$ cat config.mk
export PLATFORM = sky130hd
export DESIGN_NAME = base32_stream_encoder
export DESIGN_NICKNAME = d
export VERILOG_FILES = /design/src/sv/b32e_pkg.sv /design/src/sv/b32e_front.sv /design/src/sv/b32e_fifo.sv /design/src/sv/b32e_back.sv /design/src/sv/base32_stream_encoder.sv
export VERILOG_INCLUDE_DIRS = /design/src /design/src/sv
export SDC_FILE = /design/constraint.sdc
export NUM_CORES = 1
export LEC_CHECK = 0
export BUFFER_PORTS_ARGS = -buffer_cell sky130_fd_sc_hd__clkbuf_2
export CAP_MARGIN = 40
export CORE_MARGIN = 2
export CORE_UTILIZATION = 55
export CTS_CLUSTER_DIAMETER = 40
export DETAILED_ROUTE_END_ITERATION = 8
export MAX_ROUTING_LAYER = met4
export PLACE_DENSITY_LB_ADDON = 0.3
export SYNTH_ARGS = -nofsm -noshare
export SYNTH_HDL_FRONTEND = slang
export SYNTH_HIERARCHICAL = 1
export SYNTH_SLANG_ARGS = --single-unit
$ cat constraint.sdc
create_clock -name clk -period 4.8 [get_ports clk]
set_input_delay 0.24 -clock clk [delete_from_list [all_inputs] [get_ports clk]]
set_output_delay 0.24 -clock clk [all_outputs]
set_load 0.005 [all_outputs]
$ cat src/sv/base32_stream_encoder_macros.svh
// assertion macros for the base32 stream encoder
`ifndef BASE32_STREAM_ENCODER_MACROS_SVH
`define BASE32_STREAM_ENCODER_MACROS_SVH

`ifndef SYNTHESIS
`define B32E_ASSERT(lbl, prop) \
  lbl: assert property (@(posedge clk) disable iff (!rst_n) prop) \
    else $error("b32e assertion failed");
`define B32E_ASSERT_ALWAYS(lbl, expr) \
  `B32E_ASSERT(lbl, 1'b1 |-> (expr))
`else
`define B32E_ASSERT(lbl, prop)
`define B32E_ASSERT_ALWAYS(lbl, expr)
`endif

`endif

$ cat src/sv/b32e_pkg.sv
// shared types, constants and helpers for the base32 stream encoder
`default_nettype none

package b32e_pkg;

  localparam int GroupBytes = 5;
  localparam int WordBits   = 8 * GroupBytes;
  localparam int SliceBits  = 5;
  localparam int QDepth     = 2;
  localparam int QAw        = $clog2(QDepth);

  localparam logic [2:0] MaxHeld  = 3'd4;
  localparam logic [3:0] GroupChars = 4'd8;
  localparam logic [6:0] PadCode  = 7'h3D;
  localparam logic [6:0] CodeA    = 7'h41;
  localparam logic [6:0] Code2    = 7'h32;
  localparam logic [4:0] Letters  = 5'd26;

  typedef struct packed {
    logic [7:0] data_byte;
    logic       last_byte;
  } in_beat_t;

  typedef struct packed {
    logic [6:0] char_code;
    logic       run_end;
    logic       message_end;
  } out_beat_t;

  typedef struct packed {
    logic [WordBits-1:0] word;
    logic [3:0]          nchars;
    logic [3:0]          total;
    logic                last;
  } grp_t;

  typedef struct packed {
    logic push;
    logic full;
  } q_wr_t;

  function automatic logic [6:0] b32_char(input logic [4:0] slice);
    logic [4:0] off;
    begin
      off = slice - Letters;
      if (slice < Letters) begin
        b32_char = CodeA + {2'b00, slice};
      end else begin
        b32_char = Code2 + {2'b00, off};
      end
    end
  endfunction

  function automatic logic [3:0] data_chars(input logic [2:0] held);
    begin
      unique case (held)
        3'd0:    data_chars = 4'd2;
        3'd1:    data_chars = 4'd4;
        3'd2:    data_chars = 4'd5;
        3'd3:    data_chars = 4'd7;
        default: data_chars = 4'd8;
      endcase
    end
  endfunction

endpackage

`default_nettype wire

$ cat src/sv/b32e_front.sv
// front part: gathers bytes into groups and builds group descriptors
`default_nettype none

module b32e_front (
  input  logic               clk,
  input  logic               rst_n,
  input  logic               in_push,
  input  b32e_pkg::in_beat_t in_data,
  input  logic               no_pad,
  input  logic               q_full,
  output logic               accept,
  output logic               q_push,
  output b32e_pkg::grp_t     q_data
);
  import b32e_pkg::*;

  logic [31:0] held_r;
  logic [31:0] held_nxt;
  logic [2:0]  cnt_r;
  logic [2:0]  cnt_nxt;
  logic        done;
  logic [3:0]  nch;

  assign accept = in_push && !q_full;
  assign done   = in_data.last_byte || (cnt_r >= MaxHeld);
  assign q_push = accept && done;
  assign nch    = data_chars(cnt_r);

  always_comb begin
    q_data.nchars = nch;
    q_data.total  = no_pad ? nch : GroupChars;
    q_data.last   = in_data.last_byte;
    unique case (cnt_r)
      3'd0:    q_data.word = {in_data.data_byte, 32'd0};
      3'd1:    q_data.word = {held_r[7:0], in_data.data_byte, 24'd0};
      3'd2:    q_data.word = {held_r[15:0], in_data.data_byte, 16'd0};
      3'd3:    q_data.word = {held_r[23:0], in_data.data_byte, 8'd0};
      default: q_data.word = {held_r, in_data.data_byte};
    endcase
  end

  always_comb begin
    held_nxt = held_r;
    cnt_nxt  = cnt_r;
    if (accept) begin
      if (done) begin
        held_nxt = '0;
        cnt_nxt  = '0;
      end else begin
        held_nxt = {held_r[23:0], in_data.data_byte};
        cnt_nxt  = cnt_r + 3'd1;
      end
    end
  end

  always_ff @(posedge clk) begin
    if (!rst_n) begin
      held_r <= '0;
      cnt_r  <= '0;
    end else begin
      held_r <= held_nxt;
      cnt_r  <= cnt_nxt;
    end
  end

endmodule

`default_nettype wire

$ cat src/sv/b32e_fifo.sv
// short queue of group descriptors between front and back
`default_nettype none

`include "base32_stream_encoder_macros.svh"

module b32e_fifo (
  input  logic           clk,
  input  logic           rst_n,
  input  logic           push,
  input  b32e_pkg::grp_t wdata,
  output logic           full,
  input  logic           pop,
  output logic           valid,
  output b32e_pkg::grp_t rdata
);
  import b32e_pkg::*;

  grp_t           mem_r [QDepth];
  logic [QAw-1:0] wp_r;
  logic [QAw-1:0] wp_nxt;
  logic [QAw-1:0] rp_r;
  logic [QAw-1:0] rp_nxt;
  logic [QAw:0]   cnt_r;
  logic [QAw:0]   cnt_nxt;
  logic           do_push;
  logic           do_pop;

  localparam logic [QAw:0] Depth = (QAw+1)'(QDepth);

  assign full    = (cnt_r == Depth);
  assign valid   = (cnt_r != '0);
  assign do_push = push && !full;
  assign do_pop  = pop && valid;
  assign rdata   = mem_r[rp_r];

  always_comb begin
    wp_nxt  = do_push ? wp_r + QAw'(1) : wp_r;
    rp_nxt  = do_pop ? rp_r + QAw'(1) : rp_r;
    cnt_nxt = cnt_r + (QAw+1)'(do_push) - (QAw+1)'(do_pop);
  end

  always_ff @(posedge clk) begin
    if (do_push) begin
      mem_r[wp_r] <= wdata;
    end
  end

  always_ff @(posedge clk) begin
    if (!rst_n) begin
      wp_r  <= '0;
      rp_r  <= '0;
      cnt_r <= '0;
    end else begin
      wp_r  <= wp_nxt;
      rp_r  <= rp_nxt;
      cnt_r <= cnt_nxt;
    end
  end

  `B32E_ASSERT_ALWAYS(a_cnt_bound, cnt_r <= Depth)
  `B32E_ASSERT_ALWAYS(a_no_pop_empty, !(pop && !valid))
  `B32E_ASSERT(a_push_counts, (do_push && !do_pop) |=> (cnt_r == $past(cnt_r) + (QAw+1)'(1)))

endmodule

`default_nettype wire

$ cat src/sv/b32e_back.sv
// back part: turns group descriptors into characters, one per cycle while the output is free
`default_nettype none

`include "base32_stream_encoder_macros.svh"

module b32e_back (
  input  logic                clk,
  input  logic                rst_n,
  input  logic                q_valid,
  input  b32e_pkg::grp_t      q_data,
  output logic                q_pop,
  output logic                out_empty,
  input  logic                out_pop,
  output b32e_pkg::out_beat_t out_data
);
  import b32e_pkg::*;

  grp_t                cur_r;
  logic [WordBits-1:0] sh_r;
  logic [2:0]          idx_r;
  logic                busy_r;
  logic                oval_r;
  out_beat_t           out_r;
  logic                adv;
  logic                is_last;
  logic                is_data;
  out_beat_t           beat;

  assign adv     = busy_r && (!oval_r || out_pop);
  assign is_last = ({1'b0, idx_r} == (cur_r.total - 4'd1));
  assign is_data = ({1'b0, idx_r} < cur_r.nchars);
  assign q_pop   = q_valid && (!busy_r || (adv && is_last));

  always_comb begin
    beat.char_code   = is_data ? b32_char(sh_r[WordBits-1 -: SliceBits]) : PadCode;
    beat.run_end     = is_last;
    beat.message_end = is_last && cur_r.last;
  end

  always_ff @(posedge clk) begin
    if (q_pop) begin
      cur_r <= q_data;
      sh_r  <= q_data.word;
    end else if (adv) begin
      sh_r  <= {sh_r[WordBits-SliceBits-1:0], {SliceBits{1'b0}}};
    end
    if (adv) begin
      out_r <= beat;
    end
  end

  always_ff @(posedge clk) begin
    if (!rst_n) begin
      idx_r  <= '0;
      busy_r <= 1'b0;
      oval_r <= 1'b0;
    end else begin
      if (q_pop) begin
        idx_r  <= '0;
        busy_r <= 1'b1;
      end else if (adv) begin
        idx_r  <= idx_r + 3'd1;
        busy_r <= !is_last;
      end
      if (adv) begin
        oval_r <= 1'b1;
      end else if (out_pop) begin
        oval_r <= 1'b0;
      end
    end
  end

  assign out_empty = !oval_r;
  assign out_data  = out_r;

  `B32E_ASSERT_ALWAYS(a_msg_has_run, !(oval_r && out_r.message_end && !out_r.run_end))
  `B32E_ASSERT_ALWAYS(a_idx_in_range, !busy_r || ({1'b0, idx_r} < cur_r.total))
  `B32E_ASSERT(a_group_closes, (adv && is_last && !q_valid) |=> !busy_r)

endmodule

`default_nettype wire

$ cat src/sv/base32_stream_encoder.sv
// top level of the base32 stream encoder
//
//   channel | ports                         | beat
//   input   | in_push, in_full, in_data     | one message byte and its last flag
//   result  | out_empty, out_pop, out_data  | one character with run and message ends
//   config  | cfg_valid, cfg_ready, cfg_no_pad | no_pad register
//
// a byte is taken every cycle while the group queue has room; a completed
// group leaves the front in the cycle its closing byte is accepted
// the back emits one character per cycle while the output register is empty or
// popped; a group gives 8 characters (2, 4, 5 or 7 for a short unpadded group),
// so the rate is set by the single character port
// the output register lets a new character load in the cycle the old one pops
// synchronous active-low reset clears the group count, queue and output valid
`default_nettype none

module base32_stream_encoder (
  input  logic                clk,
  input  logic                rst_n,
  input  logic                in_push,
  output logic                in_full,
  input  b32e_pkg::in_beat_t  in_data,
  output logic                out_empty,
  input  logic                out_pop,
  output b32e_pkg::out_beat_t out_data,
  input  logic                cfg_valid,
  output logic                cfg_ready,
  input  logic                cfg_no_pad
);
  import b32e_pkg::*;

  logic  no_pad_r;
  logic  accept;
  q_wr_t qw;
  grp_t  wgrp;
  logic  q_valid;
  logic  q_pop;
  grp_t  rgrp;

  assign cfg_ready = 1'b1;
  assign in_full   = !accept && in_push ? 1'b1 : qw.full;

  always_ff @(posedge clk) begin
    if (!rst_n) begin
      no_pad_r <= 1'b0;
    end else if (cfg_valid && cfg_ready) begin
      no_pad_r <= cfg_no_pad;
    end
  end

  b32e_front u_front (
    .clk     (clk),
    .rst_n   (rst_n),
    .in_push (in_push),
    .in_data (in_data),
    .no_pad  (no_pad_r),
    .q_full  (qw.full),
    .accept  (accept),
    .q_push  (qw.push),
    .q_data  (wgrp)
  );

  b32e_fifo u_fifo (
    .clk   (clk),
    .rst_n (rst_n),
    .push  (qw.push),
    .wdata (wgrp),
    .full  (qw.full),
    .pop   (q_pop),
    .valid (q_valid),
    .rdata (rgrp)
  );

  b32e_back u_back (
    .clk       (clk),
    .rst_n     (rst_n),
    .q_valid   (q_valid),
    .q_data    (rgrp),
    .q_pop     (q_pop),
    .out_empty (out_empty),
    .out_pop   (out_pop),
    .out_data  (out_data)
  );

endmodule

`default_nettype wire

# --- Word level (Yosys, flattened, before mapping) ---
# Memory sizes are Yosys's and may differ from the RTL's. A register that Yosys moved wholly into a read port is not among the register bits.
# Index checks and enable logic that the tools add are counted.
# Widths: inputs -> output; s select.
totals:
  ff_bits: 103
  ram_bits: 98
  inputBits: 15
  out_inout_bits: 12
  elab_cells: 75
  mem_count: 1
op_classes:
  add_sub_neg: 10
  n_lt_le_gt_ge: 3
  eq_ne: 5
  n_mux: 17
  bitwise: 1
  n_reduce_logical: 22
memory_table:
  columns: ["memory", "words", "width", "read_ports", "rd_ports_with_merged_regs", "write_ports", "line", "text"]
  rows:
  - ["u_fifo.mem_r", 2, 49, 1, 1, 1, "b32e_fifo.sv:18", "grp_t mem_r [QDepth];"]
ops:
  columns: ["operator", "count"]
  rows:
  - ["$pmux 40 s4", 1]
  - ["$mux 40", 2]
  - ["$mux 32", 1]
  - ["$pmux 4 s4", 1]
  - ["$logic_and 1x1->1", 9]
  - ["$mux 1", 9]
  - ["$add 6x5->7 const A", 1]
  - ["$add 7x5->7 const A", 1]
  - ["$mux 7", 1]
  - ["$add 3x1->3 const B", 2]
  - ["$eq 3x2->1 const B", 2]
  - ["$reduce_bool 2->1", 3]
  - ["$logic_not 1->1", 5]
  - ["$lt 5x5->1 const B", 1]
  - ["$sub 5x5->5 const B", 1]
  - ["$eq 3x4->1", 1]
  - ["$lt 3x4->1", 1]
  - ["$mux 4", 1]
  - ["$sub 4x1->4 const B", 1]
  - ["$eq 3x1->1 const B", 1]
  - ["$ge 3x3->1 const B", 1]
  - ["$logic_not 3->1", 1]
  - ["$logic_or 1x1->1", 3]
  - ["$mux 3", 1]
  - ["6 further kinds", 7]

# --- Longest topological paths before layout ---
logic_depth:
  depth_word: 9
  ltp_mapped: 15
  ltp_nobuf: 14

# --- By module ---
# The synthesis kept the hierarchy.
by_module_without_submodules:
  columns: ["module", "instances", "cells_per_inst", "area_each_um2", "seq_area_each_um2"]
  rows:
  - ["b32e_fifo", 1, 179, 3817.4, 3042.9]
  - ["b32e_back", 1, 184, 2945.3, 1841.8]
  - ["b32e_front", 1, 254, 2113.3, 700.7]
  - ["base32_stream_encoder", 1, 7, 58.8, 20.0]

# --- Worst setup path before layout ---
# Ideal clock, no wire load.
synth_timing:
  kind: "reg-to-reg"
  from: "register u_fifo.cnt_r[0]"
  to: "memory u_fifo/mem_r[0][0] (netlist bit), enable pin"
  setup_time_ps: 456
  arrival_time_ps: 3289
  required_ps: 4344
  path_slack_ps: 1056
  path_stages_with_launch: 9
  path_buffers: 2
  period_less_slack_ps: 3744
  path_cell_list: "dfxtp_1 > nand2b_1 > inv_1 > nand2b_1 > buf_2 > buf_2 > nor2_1 > nand2_1 > nor2_1"
synth_lines:
  columns: ["element", "line", "text"]
  rows:
  - ["start: declaration", "b32e_fifo.sv:23", "logic [QAw:0] cnt_r;"]
  - ["start signal: assignment", "b32e_fifo.sv:56", "cnt_r <= cnt_nxt;"]
  - ["end: declaration", "b32e_fifo.sv:18", null]

==> run metrics <==
status finished, final reports clean; Sw Ratio 0.280; r2r setup slk 1670 ps; Synth Register Bits 202; fmax 320 MHz; Detailed Route WL 17,100 µm; Root Driver clkbuf_16; Fin Hold WS 7.12 ps; final slew viol count 0; Rows 46; Tot GR Track Use 0.205; Setup Buffers After CTS 0; endpoints failing hold 0; post-detail-place hpwl 10,300 µm; Initial Utilization 0.562; worst hold-check path type in2reg; syn_nets 653; Die Width 131 µm; cts bufs inserted 28; CTS Hold Buffers Added 2; endpoints failing setup 0; worst skew pair latency 530 ps; first-pass GRT wire length 27,100 µm; Slew headroom 0.357; CP required 5240 ps; RePlAce Congestion 0.793; Ys Warns 6; Post-Route Setup TNS 0 ps; Post-DRT Antenna Nets 0; antenna violations before repair 0; H-tree depth 1; clock network fraction of total power 0.322; synthesized area 0.00893 mm²; vias in the first global route 4,995; crit path DAT 3570 ps; TritonCTS clock tree built; Initial DRC Count 649; vias 5,107; crit-path max FO 10; CTS resizes 0; core area 0.0159 mm²; post-synthesis sequential area ratio 0.627; Crit Path Class reg2reg; largest net degree at the start of global routing 50; routed length per instance 19.2 µm; Switching Power 1810 µW; GR Overflow Total 0; FF-to-FF End u_fifo/cnt_r[1]; RSZ-0062 raised after global routing false; Clock Pin Slew Worst Setup and Hold Paths 60 ps; nets 681; hold endpoint no_pad_r; Cells after Synth 624; Remaining DRCs 0; syn_area_per_cell 14.3 µm²; ANT cells 0; Fin Clk Skew 12.8 ps; Slew @ Worst Pin 965 ps; worst vdd ir 0.390 mV; Critical Path End Type register; Clock Tree Buf Depth 3; hold path start cfg_valid; Yosys cell types 45; Vias/cell 5.74; part of the cycle the worst path needs 0.652; Final Critical Period 3130 ps; ratio of cells with drive above 1 in the final layout 0.263; hold path depth 3; Critical Path Start Type register; total internal power 4660 µW; first-pass detailed-route iteration total 5; reg2reg path depth 14; Pwr per Cell Area 637 mW/mm²; filler cell count 1,161; maxcap violations 0; Top-Level Pins 27; Gate power share 0.262; Critical R2R Launch u_back/cur_r[1]; Reg power frac 0.416; CTS sink count 202; die height 131 µm; I/O Buffers 25; synth-to-layout area growth 13.6%; die area 0.0173 mm²; LEAKAGE 0.00376 µW
-- metal layers --
metal | vias up | routed length [µm] | track usage
met5 | - | 0 | -
met4 | 0 | 295 | 0.0471
met3 | 30 | 964 | 0.0351
met2 | 166 | 7830 | 0.310
met1 | 2517 | 8000 | 0.294
li1 | 2394 | - | -
-- critical path: stages, from the launching register on --
cell	delay, ps
edfxtp_1	410
inv_1	80
ha_1	180
xor2_2	210
a21oi_1	100
a2111oi_4	500
a31oi_4	140
inv_1	340
o21a_1	230
ha_1	240
inv_1	60
ha_1	150
xor2_1	190
nor2_1	60
nor3_1	170
-- stage by stage --
| step | instances | total power, µW | instance area [µm²] | worst slack, ps | util |
|---|---|---|---|---|---|
| after floorplan | 624 | 4080 | 8930 | 1060 | - |
| final | 889 | 6460 | 10200 | 1670 | 0.639 |
| after CTS | 889 | 6500 | 10200 | 1670 | 0.639 |
| after global routing | 889 | 6760 | 10200 | 1380 | 0.639 |
| after global placement | 835 | 4340 | 9160 | 1800 | 0.577 |
| after detailed placement | 836 | 4400 | 9180 | 1690 | 0.578 |
-- layout make-up --
class / count / area [µm²] / area share
flip-flops and latches: 202 / 5610 / 0.552
multi-input cells: 361 / 3010 / 0.297
clock buffers: 33 / 741 / 0.0730
well taps: 216 / 270 / 0.0266
repair buffers: 36 / 220 / 0.0217
clock inverters: 18 / 218 / 0.0214
inverters: 23 / 86.3 / 0.00850
-- worst max-delay path by stage --
stage | startpoint | end | slack, ps | depth (start not counted)
finish | u_back/cur_r[1] | u_fifo/cnt_r[1] | 1670 | 14
floorplan | u_fifo/cnt_r[0] | u_fifo/mem_r[0][0] | 1060 | 8
global placement | u_back/cur_r[1] | u_fifo/cnt_r[1] | 1800 | 14
global route | u_back/cur_r[1] | u_fifo/cnt_r[1] | 1380 | 14
CTS | u_back/cur_r[1] | u_fifo/cnt_r[1] | 1670 | 14
detailed placement | u_back/cur_r[1] | u_fifo/cnt_r[1] | 1690 | 14
-- cell families (layout without fill, tap and decap cells) --
kind of cell	after synthesis	in the layout	synth area share
compound gates	122	122	0.102
buf+inv	61	110	0.0365
xor+xnor	10	10	0.0106
other cells	1	1	0.000420
simple gates	128	128	0.0770
flops	202	202	0.627
mux	86	86	0.126
fa+ha+maj	14	14	0.0196
-- synth_stat cells (all sizes together) --
| cell type | n | area share |
|---|---|---|
| or2 | 3 | 0.0021 |
| a222oi | 8 | 0.0090 |
| o21ai | 15 | 0.0084 |
| a311o | 1 | 0.0013 |
| nor2 | 23 | 0.0097 |
| a2111oi | 1 | 0.0031 |
| a22oi | 58 | 0.049 |
| ha | 14 | 0.020 |
| nor2b | 43 | 0.030 |
| buf | 21 | 0.020 |
| mux2 | 84 | 0.12 |
| and2 | 13 | 0.0092 |
| a21boi | 2 | 0.0021 |
| a31oi | 4 | 0.0045 |
| clkbuf | 17 | 0.0071 |
| or3 | 1 | 0.00070 |
| o21bai | 1 | 0.00084 |
| nor3 | 1 | 0.00056 |
| mux2i | 2 | 0.0022 |
| a22o | 8 | 0.0078 |
| nand3 | 10 | 0.0056 |
| edfxtp | 156 | 0.52 |
| xor2 | 7 | 0.0077 |
| nand2b | 5 | 0.0035 |
| o21a | 9 | 0.0076 |
| or2b | 1 | 0.00098 |
| inv | 22 | 0.0092 |
| xnor2 | 3 | 0.0029 |
| nor4b | 1 | 0.0027 |
| clkinv | 1 | 0.00042 |
| nand2 | 25 | 0.011 |
| a21o | 2 | 0.0017 |
| dfxtp | 46 | 0.10 |
| conb | 1 | 0.00042 |
| and3 | 2 | 0.0014 |
| a21oi | 13 | 0.0073 |
-- cell usage in the layout (no fill, tap or decap), drive strengths merged, types with 7 or more instances in the layout --
cell type,n
a21oi,13
a222oi,8
a22o,8
a22oi,58
and2,13
buf,9
clkbuf,58
clkinv,10
dfxtp,46
edfxtp,156
ha,14
inv,24
mux2,84
nand2,25
nand3,10
nor2,23
nor2b,43
o21a,9
o21ai,15
xor2,7
-- power by group through the flow --
stage / Sequential, µW / Clock (µW) / Combinational (µW)
3_3_place_gp: 2710 / 0 / 1630
5_1_grt: 2730 / 2190 / 1840
3_5_place_dp: 2720 / 0 / 1690
2_1_floorplan: 2650 / 0 / 1430
6_report: 2690 / 2080 / 1690
4_1_cts: 2690 / 2110 / 1700
-- flip-flops by register name, indices dropped and copies added, names as in the netlist, 2 cells and up, named ones only --
signal           count
u_back/out_data      9
u_fifo/cnt_r         2
u_back/sh_r         40
u_back/cur_r         9
u_back/idx_r         3
u_front/cnt_r        3
u_fifo/mem_r        98
u_front/held_r      32
(Power assumes the default switching activity.)
